[config.mk]
export PLATFORM = sky130hd
export DESIGN_NAME = signed_radix_formatter
export DESIGN_NICKNAME = d
export VERILOG_FILES = /design/src/rtl/srf_pkg.sv /design/src/rtl/signed_radix_formatter.sv /design/src/rtl/srf_ram.sv /design/src/rtl/srf_divider.sv
export SDC_FILE = /design/constraint.sdc
export NUM_CORES = 1
export LEC_CHECK = 0
export BUFFER_PORTS_ARGS = -buffer_cell sky130_fd_sc_hd__buf_2
export CAP_MARGIN = 20
export CELL_PAD_IN_SITES_DETAIL_PLACEMENT = 0
export CELL_PAD_IN_SITES_GLOBAL_PLACEMENT = 2
export CORE_MARGIN = 1
export CORE_UTILIZATION = 48
export CTS_CLUSTER_DIAMETER = 100
export DETAILED_ROUTE_END_ITERATION = 10
export GPL_ROUTABILITY_DRIVEN = 0
export GPL_TIMING_DRIVEN = 1
export MAX_ROUTING_LAYER = met4
export PLACE_DENSITY = 0.76
export SLEW_MARGIN = 20
export SYNTH_ARGS = -nofsm -noshare
export SYNTH_HDL_FRONTEND = slang
export SYNTH_HIERARCHICAL = 1
export SYNTH_SLANG_ARGS = --single-unit
[constraint.sdc]
create_clock -name clk -period 4.8 [get_ports clk]
set_input_delay 0.24 -clock clk [delete_from_list [all_inputs] [get_ports clk]]
set_output_delay 0.24 -clock clk [all_outputs]
set_load 0.1 [all_outputs]
[src/rtl/srf_pkg.sv]
// Shared types and constants for the signed radix formatter.
// No dependencies; imported by the top level and the digit divider.
`timescale 1ns / 1ps

package srf_pkg;

  localparam int SYMBOL_W   = 8;   // alphabet symbol / output character width
  localparam int INDEX_W    = 6;   // symbol_index port width
  localparam int BASE_LEN_W = 7;   // base_length register width
  localparam int DIGIT_W    = BASE_LEN_W;  // a digit is below the radix

  localparam logic [BASE_LEN_W-1:0] BASE_LEN_RESET = 7'd10;

  localparam logic [SYMBOL_W-1:0] CHAR_PLUS  = 8'h2B;
  localparam logic [SYMBOL_W-1:0] CHAR_MINUS = 8'h2D;
  localparam logic [SYMBOL_W-1:0] CHAR_NONE  = 8'h00;

  localparam logic OP_LOAD    = 1'b0;
  localparam logic OP_CONVERT = 1'b1;

  localparam logic STATUS_OK  = 1'b0;
  localparam logic STATUS_BAD = 1'b1;

endpackage

[src/rtl/signed_radix_formatter.sv]
// Top level of the signed radix formatter: request sequencer, alphabet check
// and character output. Depends on srf_pkg, srf_ram and srf_divider.
`timescale 1ns / 1ps

// Usage
//   Requests: a request is taken on a rising edge with start high and busy low.
//   op = load writes symbol_code to alphabet slot symbol_index (slots at or
//   beyond MAX_BASE are ignored); it completes in that cycle, busy stays low
//   and nothing is emitted. op = convert formats number in the radix set by
//   base_length, using the loaded alphabet; busy is high until the last
//   character has been put out.
//   Results: each character is on out_char/last_char/status for exactly one
//   cycle with result_strobe high; the receiver cannot stall, so it must take
//   every strobe. A bad alphabet gives one strobe with status high.
//   base_length is written with base_length_we only while busy is low: a rule
//   for the user, as the block itself does not enforce it.
//   Steps of a convert request: a base out of range gives one result the cycle
//   after the request, with no busy. Otherwise the check reads each symbol in
//   use and compares it with every later one, then the bit-serial divider
//   produces the digits one by one, and the output gives a minus first for a
//   negative number, then the digits, most significant first.
//   Reset (rst, synchronous): sequencer idle, base_length back to 10, no
//   strobe. The alphabet and digit buffer hold no reset value.
module signed_radix_formatter #(
  parameter int MAX_BASE     = 64,
  parameter int NUMBER_WIDTH = 32
) (
  input  logic                                clk,
  input  logic                                rst,
  input  logic                                start,
  output logic                                busy,
  input  logic                                op,
  input  logic [srf_pkg::INDEX_W-1:0]         symbol_index,
  input  logic [srf_pkg::SYMBOL_W-1:0]        symbol_code,
  input  logic signed [NUMBER_WIDTH-1:0]      number,
  input  logic                                base_length_we,
  input  logic [srf_pkg::BASE_LEN_W-1:0]      base_length,
  output logic                                result_strobe,
  output logic [srf_pkg::SYMBOL_W-1:0]        out_char,
  output logic                                last_char,
  output logic                                status
);

  import srf_pkg::*;

  localparam int AW    = $clog2(MAX_BASE);        // alphabet address
  localparam int DAW   = $clog2(NUMBER_WIDTH);    // digit buffer address
  localparam int DCNT_W = $clog2(NUMBER_WIDTH + 1);
  localparam logic [8:0] MAX_BASE_V = 9'(MAX_BASE);

  typedef enum logic [3:0] {
    ST_IDLE,
    ST_CHK_ADDR,   // present address of the symbol under test
    ST_CHK_HOLD,   // symbol back from RAM: test sign chars, keep it
    ST_CMP_ADDR,   // present address of a later symbol
    ST_CMP_TEST,   // later symbol back from RAM: test for a duplicate
    ST_DIV_START,
    ST_DIV_WAIT,
    ST_EMIT_SIGN,
    ST_EMIT_DADDR, // read digit buffer
    ST_EMIT_SADDR, // look digit up in alphabet
    ST_EMIT_OUT
  } state_t;

  state_t                  state;
  logic [BASE_LEN_W-1:0]   base_cfg;
  logic [BASE_LEN_W-1:0]   chk_idx;
  logic [BASE_LEN_W-1:0]   cmp_idx;
  logic [SYMBOL_W-1:0]     chk_sym;       // symbol held for the pairwise compare
  logic                    neg;
  logic [NUMBER_WIDTH-1:0] magnitude;
  logic [DCNT_W-1:0]       digit_count;
  logic [DCNT_W-1:0]       emit_cnt;

  logic                    accept;
  logic                    base_bad;
  logic [NUMBER_WIDTH-1:0] number_u;

  logic                    alpha_we;
  logic [AW-1:0]           alpha_raddr;
  logic [SYMBOL_W-1:0]     alpha_rdata;
  logic                    sign_bad;

  logic                    digit_we;
  logic [DAW-1:0]          digit_raddr;
  logic [DIGIT_W-1:0]      digit_rdata;

  logic                    div_start;
  logic                    div_done;
  logic [NUMBER_WIDTH-1:0] div_quo;
  logic [DIGIT_W-1:0]      div_rem;

  assign busy     = (state != ST_IDLE);
  assign accept   = start && !busy;
  assign number_u = number;
  assign base_bad = (base_cfg < BASE_LEN_W'(2)) || ({2'b00, base_cfg} > MAX_BASE_V);

  // Load requests go straight into the alphabet RAM.
  assign alpha_we = accept && (op == OP_LOAD) &&
                    ({3'b000, symbol_index} < MAX_BASE_V);
  assign alpha_raddr = (state == ST_EMIT_SADDR) ? AW'(digit_rdata) :
                       (state == ST_CMP_ADDR)   ? AW'(cmp_idx) : AW'(chk_idx);
  assign sign_bad = (alpha_rdata == CHAR_PLUS) || (alpha_rdata == CHAR_MINUS);

  srf_ram #(
    .WIDTH (SYMBOL_W),
    .DEPTH (MAX_BASE)
  ) u_alphabet (
    .clk   (clk),
    .we    (alpha_we),
    .waddr (AW'(symbol_index)),
    .wdata (symbol_code),
    .raddr (alpha_raddr),
    .rdata (alpha_rdata)
  );

  // Digits are stored least significant first, read back in reverse.
  assign digit_we    = (state == ST_DIV_WAIT) && div_done;
  assign digit_raddr = DAW'(emit_cnt - 1'b1);

  srf_ram #(
    .WIDTH (DIGIT_W),
    .DEPTH (NUMBER_WIDTH)
  ) u_digits (
    .clk   (clk),
    .we    (digit_we),
    .waddr (DAW'(digit_count)),
    .wdata (div_rem),
    .raddr (digit_raddr),
    .rdata (digit_rdata)
  );

  assign div_start = (state == ST_DIV_START);

  srf_divider #(
    .WIDTH (NUMBER_WIDTH)
  ) u_div (
    .clk       (clk),
    .rst       (rst),
    .start     (div_start),
    .dividend  (magnitude),
    .divisor   (base_cfg),
    .done      (div_done),
    .quotient  (div_quo),
    .remainder (div_rem)
  );

  always_ff @(posedge clk) begin
    if (rst) begin
      state         <= ST_IDLE;
      base_cfg      <= BASE_LEN_RESET;
      result_strobe <= 1'b0;
      digit_count   <= '0;
      magnitude     <= '0;
    end else begin
      result_strobe <= 1'b0;
      if (base_length_we) begin
        base_cfg <= base_length;
      end

      case (state)
        ST_IDLE: begin
          if (accept && (op == OP_CONVERT)) begin
            if (base_bad) begin
              result_strobe <= 1'b1;
              out_char      <= CHAR_NONE;
              last_char     <= 1'b1;
              status        <= STATUS_BAD;
            end else begin
              neg       <= number_u[NUMBER_WIDTH-1];
              magnitude <= number_u[NUMBER_WIDTH-1] ? (~number_u + 1'b1) : number_u;
              chk_idx   <= '0;
              state     <= ST_CHK_ADDR;
            end
          end
        end

        ST_CHK_ADDR: begin
          state <= ST_CHK_HOLD;
        end

        ST_CHK_HOLD: begin
          if (sign_bad) begin
            result_strobe <= 1'b1;
            out_char      <= CHAR_NONE;
            last_char     <= 1'b1;
            status        <= STATUS_BAD;
            state         <= ST_IDLE;
          end else begin
            chk_sym <= alpha_rdata;
            cmp_idx <= chk_idx + 1'b1;
            // last symbol in use has no later one to compare against
            if (chk_idx + 1'b1 == base_cfg) begin
              digit_count <= '0;
              state       <= ST_DIV_START;
            end else begin
              state <= ST_CMP_ADDR;
            end
          end
        end

        ST_CMP_ADDR: begin
          state <= ST_CMP_TEST;
        end

        ST_CMP_TEST: begin
          if (alpha_rdata == chk_sym) begin
            result_strobe <= 1'b1;
            out_char      <= CHAR_NONE;
            last_char     <= 1'b1;
            status        <= STATUS_BAD;
            state         <= ST_IDLE;
          end else if (cmp_idx + 1'b1 == base_cfg) begin
            chk_idx <= chk_idx + 1'b1;
            state   <= ST_CHK_ADDR;
          end else begin
            cmp_idx <= cmp_idx + 1'b1;
            state   <= ST_CMP_ADDR;
          end
        end

        ST_DIV_START: begin
          state <= ST_DIV_WAIT;
        end

        ST_DIV_WAIT: begin
          if (div_done) begin
            magnitude   <= div_quo;
            digit_count <= digit_count + 1'b1;
            if (div_quo == '0) begin
              emit_cnt <= digit_count + 1'b1;
              state    <= neg ? ST_EMIT_SIGN : ST_EMIT_DADDR;
            end else begin
              state <= ST_DIV_START;
            end
          end
        end

        ST_EMIT_SIGN: begin
          result_strobe <= 1'b1;
          out_char      <= CHAR_MINUS;
          last_char     <= 1'b0;
          status        <= STATUS_OK;
          state         <= ST_EMIT_DADDR;
        end

        ST_EMIT_DADDR: begin
          state <= ST_EMIT_SADDR;
        end

        ST_EMIT_SADDR: begin
          state <= ST_EMIT_OUT;
        end

        ST_EMIT_OUT: begin
          result_strobe <= 1'b1;
          out_char      <= alpha_rdata;
          last_char     <= (emit_cnt == DCNT_W'(1));
          status        <= STATUS_OK;
          emit_cnt      <= emit_cnt - 1'b1;
          state         <= (emit_cnt == DCNT_W'(1)) ? ST_IDLE : ST_EMIT_DADDR;
        end

        default: begin
          state <= ST_IDLE;
        end
      endcase
    end
  end

endmodule

[src/rtl/srf_ram.sv]
// Generic single-write, single-read RAM with registered read data.
// No dependencies; used for the alphabet and the digit buffer.
`timescale 1ns / 1ps

module srf_ram #(
  parameter int WIDTH = 8,
  parameter int DEPTH = 64
) (
  input  logic                     clk,
  input  logic                     we,
  input  logic [$clog2(DEPTH)-1:0] waddr,
  input  logic [WIDTH-1:0]         wdata,
  input  logic [$clog2(DEPTH)-1:0] raddr,
  output logic [WIDTH-1:0]         rdata
);

  logic [WIDTH-1:0] mem [DEPTH];

  always_ff @(posedge clk) begin
    if (we) begin
      mem[waddr] <= wdata;
    end
    rdata <= mem[raddr];
  end

endmodule

[src/rtl/srf_divider.sv]
// Bit-serial restoring divider: WIDTH-bit dividend by a radix-sized divisor.
// Depends on srf_pkg for the digit width. One quotient bit per cycle.
`timescale 1ns / 1ps

module srf_divider #(
  parameter int WIDTH = 32
) (
  input  logic                       clk,
  input  logic                       rst,
  input  logic                       start,
  input  logic [WIDTH-1:0]           dividend,
  input  logic [srf_pkg::DIGIT_W-1:0] divisor,
  output logic                       done,
  output logic [WIDTH-1:0]           quotient,
  output logic [srf_pkg::DIGIT_W-1:0] remainder
);

  import srf_pkg::*;

  localparam int CNT_W = $clog2(WIDTH);
  localparam logic [CNT_W-1:0] LAST_STEP = CNT_W'(WIDTH - 1);

  logic             running;
  logic [CNT_W-1:0] step;
  logic [DIGIT_W:0] partial;
  logic             fits;
  logic [DIGIT_W:0] diff;

  // partial remainder with the next dividend bit shifted in
  assign partial = {remainder, quotient[WIDTH-1]};
  assign fits    = partial >= {1'b0, divisor};
  assign diff    = partial - {1'b0, divisor};

  always_ff @(posedge clk) begin
    if (rst) begin
      running <= 1'b0;
      done    <= 1'b0;
      step    <= '0;
    end else begin
      done <= 1'b0;
      if (start) begin
        running   <= 1'b1;
        step      <= '0;
        quotient  <= dividend;
        remainder <= '0;
      end else if (running) begin
        quotient  <= {quotient[WIDTH-2:0], fits};
        remainder <= fits ? diff[DIGIT_W-1:0] : partial[DIGIT_W-1:0];
        step      <= step + 1'b1;
        if (step == LAST_STEP) begin
          running <= 1'b0;
          done    <= 1'b1;
        end
      end
    end
  end

endmodule

# Word-level counts from Yosys, hierarchy flattened
# Memory sizes are Yosys's and may differ from the RTL's. A register that Yosys moved wholly into a read port is not among the register bits.
# Index checks and enable logic that the tools add are counted.
dict set report op_classes {
  addsub 7
  magnitude_cmp 3
  eq_ne 29
  mux 62
  bitwise_logic 6
  reduce_logical 32
}
# cell count
set op_table {}
lappend op_table {{$mux 32} 6}
lappend op_table {{$pmux 32 s2} 1}
lappend op_table {{$mux 7} 9}
lappend op_table {{$pmux 4 s11} 1}
lappend op_table {{$mux 6} 7}
lappend op_table {{$pmux 8 s5} 1}
lappend op_table {{$add 32x1->32 const B} 1}
lappend op_table {{$logic_not 32->1} 1}
lappend op_table {{$mux 8} 4}
lappend op_table {{$not 32->32} 1}
lappend op_table {{$pmux 7 s2} 2}
lappend op_table {{$mux 4} 6}
lappend op_table {{$pmux 6 s2} 2}
lappend op_table {{$ne 2x2->1 const B} 10}
lappend op_table {{$reduce_and 6->1} 3}
lappend op_table {{$eq 4x3->1 const B} 4}
lappend op_table {{$eq 8x6->1 const B} 2}
lappend op_table {{$mux 1} 16}
lappend op_table {{$reduce_and 4->1} 4}
lappend op_table {{$add 7x1->7 const B} 2}
lappend op_table {{$eq 7x7->1} 2}
lappend op_table {{$eq 4x4->1 const B} 3}
lappend op_table {{$reduce_bool 2->1} 6}
lappend op_table {{$eq 4x2->1 const B} 2}
lappend op_table {{28 further kinds} 43}
dict set report totals {
  ff_bits 135
  ram_bits 736
  elab_cells 159
  memories 2
}
# name words word_bits read_ports rd_ports_with_merged_regs write_ports line_no
set memory_table {}
lappend memory_table {u_alphabet.mem 64 8 1 1 1 srf_ram.sv:17} ;# logic [WIDTH-1:0] mem [DEPTH];
lappend memory_table {u_digits.mem 32 7 1 1 1 srf_ram.sv:17}

# Longest topological paths before layout
# Gate-level depths: netlist (run 1).
dict set report logic_depth {
  depth_word 6
  mapped_depth 15
  ltp_nobuf 10
}

# Modules after synthesis
# Netlist (run 1), hierarchy kept.
# module n_inst cells_per_inst area_per_inst_um2
set modules_own_cells {}
lappend modules_own_cells {{srf_ram (u_alphabet)} 1 997 20313.2}
lappend modules_own_cells {{srf_ram (u_digits)} 1 370 8833.5}
lappend modules_own_cells {signed_radix_formatter 1 618 5506.5}
lappend modules_own_cells {srf_divider 1 179 2349.8}

# Least setup slack after synthesis (run 1)
# Ideal clock, no wire load.
dict set report synth_path {
  path_kind {register -> register}
  startpoint {reg state[3]}
  endpoint {reg u_div.quotient[0] (enable)}
  t_arrival_ps 2966
  required_time_ps 4365
  slack_ps 1398
  stages_incl_launch_ff 8
  n_path_buf 3
  synth_period_minus_slack_ps 3402
  cell_sequence {dfxtp_1 -> clkbuf_1 -> nand2b_1 -> nor2_1 -> clkbuf_1 -> clkbuf_1 -> nor2_1 -> nor2_1}
}
dict set report synth_via {
  elab_chain_len 3
}
# item line_no
set synth_rtl {}
lappend synth_rtl {{start: declaration} signed_radix_formatter.sv:65} ;# state_t state;
lappend synth_rtl {{start signal: assignment} signed_radix_formatter.sv:232} ;# state <= neg ? ST_EMIT_SIGN : ST_EMIT_DADDR;
lappend synth_rtl {{start signal: assignment} signed_radix_formatter.sv:261} ;# state <= (emit_cnt == DCNT_W'(1)) ? ST_IDLE : ST_EMIT_DADDR;
lappend synth_rtl {{$eq 4x3->1} signed_radix_formatter.sv:133} ;# assign div_start = (state == ST_DIV_START);
lappend synth_rtl {{via div_start} signed_radix_formatter.sv:88} ;# logic div_start;
lappend synth_rtl {{$reduce_bool 2->1 (no source line)} --}
lappend synth_rtl {{$reduce_and 2->1 (no source line)} --}
lappend synth_rtl {{end signal: assignment} srf_divider.sv:44} ;# quotient <= dividend;
lappend synth_rtl {{end signal: assignment} srf_divider.sv:47} ;# quotient <= {quotient[WIDTH-2:0], fits};
lappend synth_rtl {{end: declaration} srf_divider.sv:14} ;# output logic [WIDTH-1:0] quotient,
# The timed path passes the listed nets, and every way through them passes these cells.
# A chain may end at the register's enable or synchronous reset.

# Worst setup path in the final report (run 1)
dict set report layout_path {
  startpoint {reg state[0]}
  endpoint {reg u_alphabet.rdata[0] (read register of u_alphabet.mem)}
}
dict set report layout_via {
  elab_chain_len 3
  word_cells_on_any_way 4
  cone_classes {eq/ne: 2; mux: 2}
}
# item line_no
set layout_rtl {}
lappend layout_rtl {{$eq 4x2->1} signed_radix_formatter.sv:102} ;# (state == ST_CMP_ADDR) ? AW'(cmp_idx) : AW'(chk_idx);
lappend layout_rtl {{$mux 6} signed_radix_formatter.sv:102}
lappend layout_rtl {{$mux 6 *} signed_radix_formatter.sv:101} ;# assign alpha_raddr = (state == ST_EMIT_SADDR) ? AW'(digit_rdata) :
lappend layout_rtl {{via alpha_raddr[0]} signed_radix_formatter.sv:80} ;# logic [AW-1:0] alpha_raddr;
lappend layout_rtl {{end: declaration} srf_ram.sv:14} ;# output logic [WIDTH-1:0] rdata
# Mark *: on every way through the listed nets, which the timed path passes. The rest lies on a longest branch.

==> results of run 1 <==
how the worst max path moves through the flow:
stage	startpoint	to	slack (ns)	depth (start not counted)
after global placement	state[0]$_SDFFE_PP0P_	u_alphabet/rdata[1]$_DFF_P_	0.71	10
final	state[0]$_SDFFE_PP0P_	u_alphabet/rdata[0]$_DFF_P_	0.55	10
after detailed placement	state[0]$_SDFFE_PP0P_	u_alphabet/rdata[0]$_DFF_P_	0.58	10
after floorplan	state[3]$_SDFFE_PP0P_	u_div/quotient[0]$_DFFE_PP_	1.40	7
after global routing	state[1]$_SDFFE_PP0P_	u_alphabet/rdata[6]$_DFF_P_	0.32	11
after CTS	state[0]$_SDFFE_PP0P_	u_alphabet/rdata[0]$_DFF_P_	0.55	10
state kept, by name, indices dropped and copies added (netlist names), 7 cells and up:
name,cells
out_char,8
u_alphabet/mem,512
u_digits/mem,192
u_alphabet/rdata,8
chk_sym,8
chk_idx,7
cmp_idx,7
base_cfg,7
u_div/quotient,32
magnitude,32
u_div/remainder,7
metal layers:
layer  track usage (%)  share of wire (%)
met1             31.61                 44
met4             6.295                2.3
met2             37.23                 49
met5                 -                  0
met3             2.697                4.8
power groups by stage:
stage	registers, mW	logic [mW]	clock network [mW]
floorplan	8.37	0.475	0
global placement	8.35	0.795	0
detailed placement	8.36	0.804	0
CTS	8.20	0.820	6.89
global route	8.20	0.872	7.16
finish	8.20	0.814	6.76
worst min-delay path: cells and delay by family:
| family | cells | cell delay (ns) |
|---|---|---|
| and+or+nand+nor | 1 | 0.08 |
| muxes | 1 | 0.14 |
| buffers and inverters | 1 | 0.17 |
per-stage QoR:
stage | cells | hold WS (ns)
global placement | 3130 | 0.4362
global route | 3310 | 0.05042
detailed placement | 3130 | 0.4456
CTS | 3308 | 0.0002365
finish | 3310 | 0.03767
floorplan | 2120 | 0.3193
layout by cell type, fill, tap and decap left out, drive strengths merged, types with 10 or more instances in the layout:
cell,instances
nor2,204
a31oi,14
and3,13
o21ai,43
edfxtp,782
nand2,80
nand2b,16
o31ai,10
nor4,17
nand4,12
a21oi,63
mux2i,69
dlygate4sd3,18
nor2b,19
dfxtp,71
inv,27
or3,11
o22ai,22
clkinv,36
mux4,167
o41ai,11
a211oi,17
ha,15
nand3,41
xor2,25
a22oi,17
clkbuf,110
buf,172
xnor2,48
mux2,50
nor3,23
cell type report:
| class | instances | share of cell area, % |
|---|---|---|
| sequential | 853 | 61.12 |
| clock buffer | 110 | 5.631 |
| clock inverter | 50 | 1.400 |
| tap | 959 | 2.945 |
| inverter | 23 | 0.2119 |
| timing repair buffer | 190 | 3.488 |
| multi-input combinational | 1125 | 25.21 |
==> qor.yml, run 1 <==
r2r_start: "state[0]$_SDFFE_PP0P_"
grt_antenna_before_repair: 0
dp_hpwl_um: 54540
drv_slew: 0
power_frac_comb_pct: 5.2
power_switching_share_pct: 21.80
pre_cts_ws_ns: 0.5786
grt-ovfl-total: 0
peakVddDrop_uv: 320.4
status: "finished with violations"
dr_total_vias: 19479
slowest_stage: "dfxtp_1"
whs_endpoint: "base_cfg[6]$_SDFFE_PP0P_"
fp.dieW_um: 275.0
ff2ff_setup_slack_ns: 0.55
syn_area_mm2: 0.03579
cts_buffer_depth: 3
slowest_delay_ns: 0.65
antenna_cells: 0
ios: 70
start_util_pct: 48.80
clock_latency_ns: 0.64
path_cells: "nand2b_1 > nor2_1 > mux2i_1 > o21ai_4 > buf_12 > buf_12 > mux4_2 > mux2_2 > a21oi_1 > o22ai_1"
wirelength_um: 83790
die_h_um: 275.0
powerDensity_mw_per_mm2: 387.1
cts_sinks: 853
cts_buffers: 88
ant_nets: 0
drcViolationCount: 4
drt-initial-drc-count: 1820
path_buf_inv: 2
cts_root_buf: "clkbuf_16"
placed_area_mm2: 0.03767
rows: 99
design_area_mm2: 0.04075
portBuffers: 69
multiInputGateArea_mm2: 0.01027
crit_arrival_ns: 4.76
clock_skew_ns: 0.02221
p_switching_mw: 3.439
min_path_type: "input port to flip-flop"
power_mw: 15.77
final_util_pct: 55.57
grtUsageTotal_pct: 23.22
viasPerCell: 5.885
nNetsFinal: 2355
finalCritPeriodShare_pct: 88.62
core_mm2: 0.07333
rsz0062_at_grt: "false"
r2r-end: "u_alphabet/rdata[0]$_DFF_P_"
hold_violations: 0
dieArea_mm2: 0.07565
worst_setup_path_start_kind: "flip-flop"
fin_ws_ns: 0.5461
tightest_slew_ns: 1.039
crit_path_end_kind: "flip-flop"
r2r.worst_path.cells: 10
post_cts_buffers: 0
worstHoldStart: "base_length_we"
violations: "design-rule violations"
static-leakage-power_nw: 13.12
drv_cap: 0
fill_cells: 5743
whs_path_depth: 3
h-tree-depth: 3
grt_pass1_vias: 19763
hold_buffers: 18
crit_required_ns: 5.31
syn_to_final_growth_pct: 13.87
yosysWarnings: 6
setup_viol_count_final: 0
worstSetupPathType: "flip-flop to flip-flop"
crit_family: "multiplexers"
wl_per_cell_um: 25.31
first_pass_iters: 8
clkSlewWorstSetupHoldPaths_ns: 0.06
slew_headroom_pct: 30.41
crit_path_max_fanout: 41
post_cts_resized: 0
syn_nets: 2194
cts_tree: "built"
cp_common_cell: "buf_12"
grt_max_degree: 65
post_route_cells_drive_above_1_share_pct: 23.44
seq_power_share_pct: 52.0
min_period_ns: 4.254
fmax_ghz: 0.2351
grt_pass1_wl_um: 125700
finalSetupTns_ns: 0
syn_avg_cell_area_um2: 16.88
intPower_mw: 12.33
synthCells: 2120
clkPwrFrac_pct: 42.9
register_area_mm2: 0.02490
Note: power is estimated with default switching activity, not from simulation.
==> run 2, diff against run 1 <==
==> constraint.sdc (replaced) <==
create_clock -name clk -period 4.8 [get_ports clk]
set_input_delay 0.96 -clock clk [delete_from_list [all_inputs] [get_ports clk]]
set_output_delay 0.96 -clock clk [all_outputs]
set_load 0.1 [all_outputs]
==> qor.yml, run 2 (synthesis gave the netlist of run 1 again) <==
grt_max_degree: 65  # unchanged
top_layer: "met4"
ff2ff_setup_slack_ns: 0.59  # +0.05 ns
h-tree-depth: 3  # unchanged
grt_pass1_wl_um: 125700  # about the same
placed_area_mm2: 0.03767  # unchanged
clock_latency_ns: 0.64  # about the same
finalSetupTns_ns: 0  # unchanged
fill_cells: 5716  # -0.47%
hold_buffers: 0  # -18
clkSlewWorstSetupHoldPaths_ns: 0.06  # about the same
static-leakage-power_nw: 13.08  # -0.31%
crit_path_start: "state[0]$_SDFFE_PP0P_"
clkPwrFrac_pct: 43.6  # +0.7 points
start_util_pct: 48.80  # unchanged
crit_arrival_ns: 4.70  # -0.06 ns
r2r-end: "u_alphabet/rdata[0]$_DFF_P_"
intPower_mw: 12.55  # +1.8%
reg.largest.list: "u_alphabet/mem x512, u_digits/mem x192"
cts_sinks: 853  # unchanged
cts_buffer_depth: 3  # unchanged
finalCritPeriodShare_pct: 87.62  # -1.0 points
peakVddDrop_uv: 311.4  # -2.8%
crit_path_end_kind: "flip-flop"
wl_per_cell_um: 25.36  # +0.18%
die_h_um: 275.0  # unchanged
crit_path_max_fanout: 41  # unchanged
nNetsFinal: 2339  # -0.68%
layout_commonest_cell: "edfxtp_1"
hold_violations: 0  # unchanged
grt_antenna_before_repair: 2  # +2
cts_buffers: 90  # +2.3%
p_switching_mw: 3.399  # -1.2%
multiInputGateArea_mm2: 0.01027  # unchanged
fmax_ghz: 0.2378  # +1.1%
worstSetupPathType: "flip-flop to flip-flop"
top_register: "u_alphabet/mem"
drcViolationCount: 4  # unchanged
power_frac_comb_pct: 5.0  # -0.2 points
crit_path_end: "u_alphabet/rdata[0]$_DFF_P_"
whs_ns: 0.4515  # +0.4138 ns
dr_total_vias: 19486  # +0.036%
post_cts_resized: 0  # unchanged
rsz0062_at_grt: "false"
setup_viol_count_final: 0  # unchanged
first_pass_iters: 8  # unchanged
seq_power_share_pct: 51.4  # -0.6 points
design_area_mm2: 0.04066  # -0.23%
fin_cells: 3295  # -0.45%
fin_ws_ns: 0.5942  # +0.04811 ns
largest_reg_flops: 512  # unchanged
grt-ovfl-total: 0  # unchanged
crit_required_ns: 5.29  # -0.02 ns
post_cts_buffers: 0  # unchanged
r2r_start: "state[0]$_SDFFE_PP0P_"
dp_cells: 3130  # unchanged
power_mw: 15.95  # +1.1%
wirelength_um: 83560  # -0.27%
drv_slew: 0  # unchanged
wl_met2_um: 41160  # -0.12%
grt_pass1_vias: 19721  # -0.21%
core_mm2: 0.07333  # unchanged
tightest_slew_ns: 1.001  # -0.03798 ns
status: "finished with violations"
min_path_type: "flip-flop to flip-flop"
drt-initial-drc-count: 1692  # -7.0%
ant_nets: 0  # unchanged
viasPerCell: 5.914  # +0.49%
dieArea_mm2: 0.07565  # unchanged
drv_cap: 0  # unchanged
clock_skew_ns: 0.02693  # +0.004722 ns
wl_met1_um: 36470  # -0.37%
worst_setup_path_start_kind: "flip-flop"
slew_headroom_pct: 32.95  # +2.5 points
syn_to_final_growth_pct: 13.61
dp_hpwl_um: 54510  # about the same
cts_tree: "built"
register_area_mm2: 0.02490  # unchanged
fp.dieW_um: 275.0  # unchanged
pre_cts_ws_ns: 0.5780  # -0.0005400 ns
min_period_ns: 4.206  # -0.04811 ns
worstHoldStart: "magnitude[8]$_SDFFE_PP0P_"
final_cell_mix: "edfxtp_1, nor2_1, mux4_2, clkbuf_16, buf_4"
post_route_cells_drive_above_1_share_pct: 23.54  # +0.11 points
grtUsageTotal_pct: 23.20  # -0.026 points
cts_root_buf: "clkbuf_16"
ios: 70  # unchanged
rows: 99  # unchanged
antenna_cells: 0  # unchanged
powerDensity_mw_per_mm2: 392.3  # +1.3%
wl_met3_um: 3773  # -6.0%
violations: "design-rule violations"
portBuffers: 69  # unchanged
power_switching_share_pct: 21.31  # -0.49 points
r2r.worst_path.cells: 10  # unchanged
final_util_pct: 55.44  # -0.13 points
==> run 2: layer usage <==
| layer | vias to the layer above | global-route usage [%] |
|---|---|---|
| met3 | 168 | 3.037 |
| li1 | 8730 | - |
| met4 | 0 | 6.688 |
| met2 | 512 | 36.85 |
| met1 | 10076 | 31.49 |
| met5 | - | - |
==> run 2: area by class of cell <==
cell class | instances | area share [%]
tap | 959 | 2.951
clock inverter | 41 | 1.219
timing repair buffer | 172 | 3.053
multi-input combinational | 1125 | 25.27
clock buffer | 122 | 6.044
sequential | 853 | 61.25
inverter | 23 | 0.2123
==> run 2: worst min-delay path by stage <==
stage	cells after the start	to	slack, ns
global route	2	magnitude[8]$_SDFFE_PP0P_	0.46
global placement	2	magnitude[17]$_SDFFE_PP0P_	0.44
detailed placement	2	magnitude[8]$_SDFFE_PP0P_	0.44
finish	2	magnitude[8]$_SDFFE_PP0P_	0.45
floorplan	2	magnitude[23]$_SDFFE_PP0P_	0.43
CTS	2	magnitude[8]$_SDFFE_PP0P_	0.45
==> run 2: power by group through the flow <==
stage	Sequential [mW]	Combinational [mW]	Clock (mW)
3_5_place_dp	8.36	0.806	0
2_1_floorplan	8.37	0.475	0
4_1_cts	8.20	0.807	7.10
3_3_place_gp	8.35	0.795	0
5_1_grt	8.20	0.861	7.37
6_report	8.20	0.799	6.95
==> run 2: worst max-delay path, stage by stage, from the launching register on <==
cell and delay [ns]:
dfxtp_1 0.65, nand2b_1 0.23, nor2_1 0.54, mux2i_1 0.23
o21ai_4 0.36, buf_12 0.33, buf_12 0.25, mux4_2 0.52
mux2_2 0.29, a21oi_1 0.48, o22ai_1 0.15
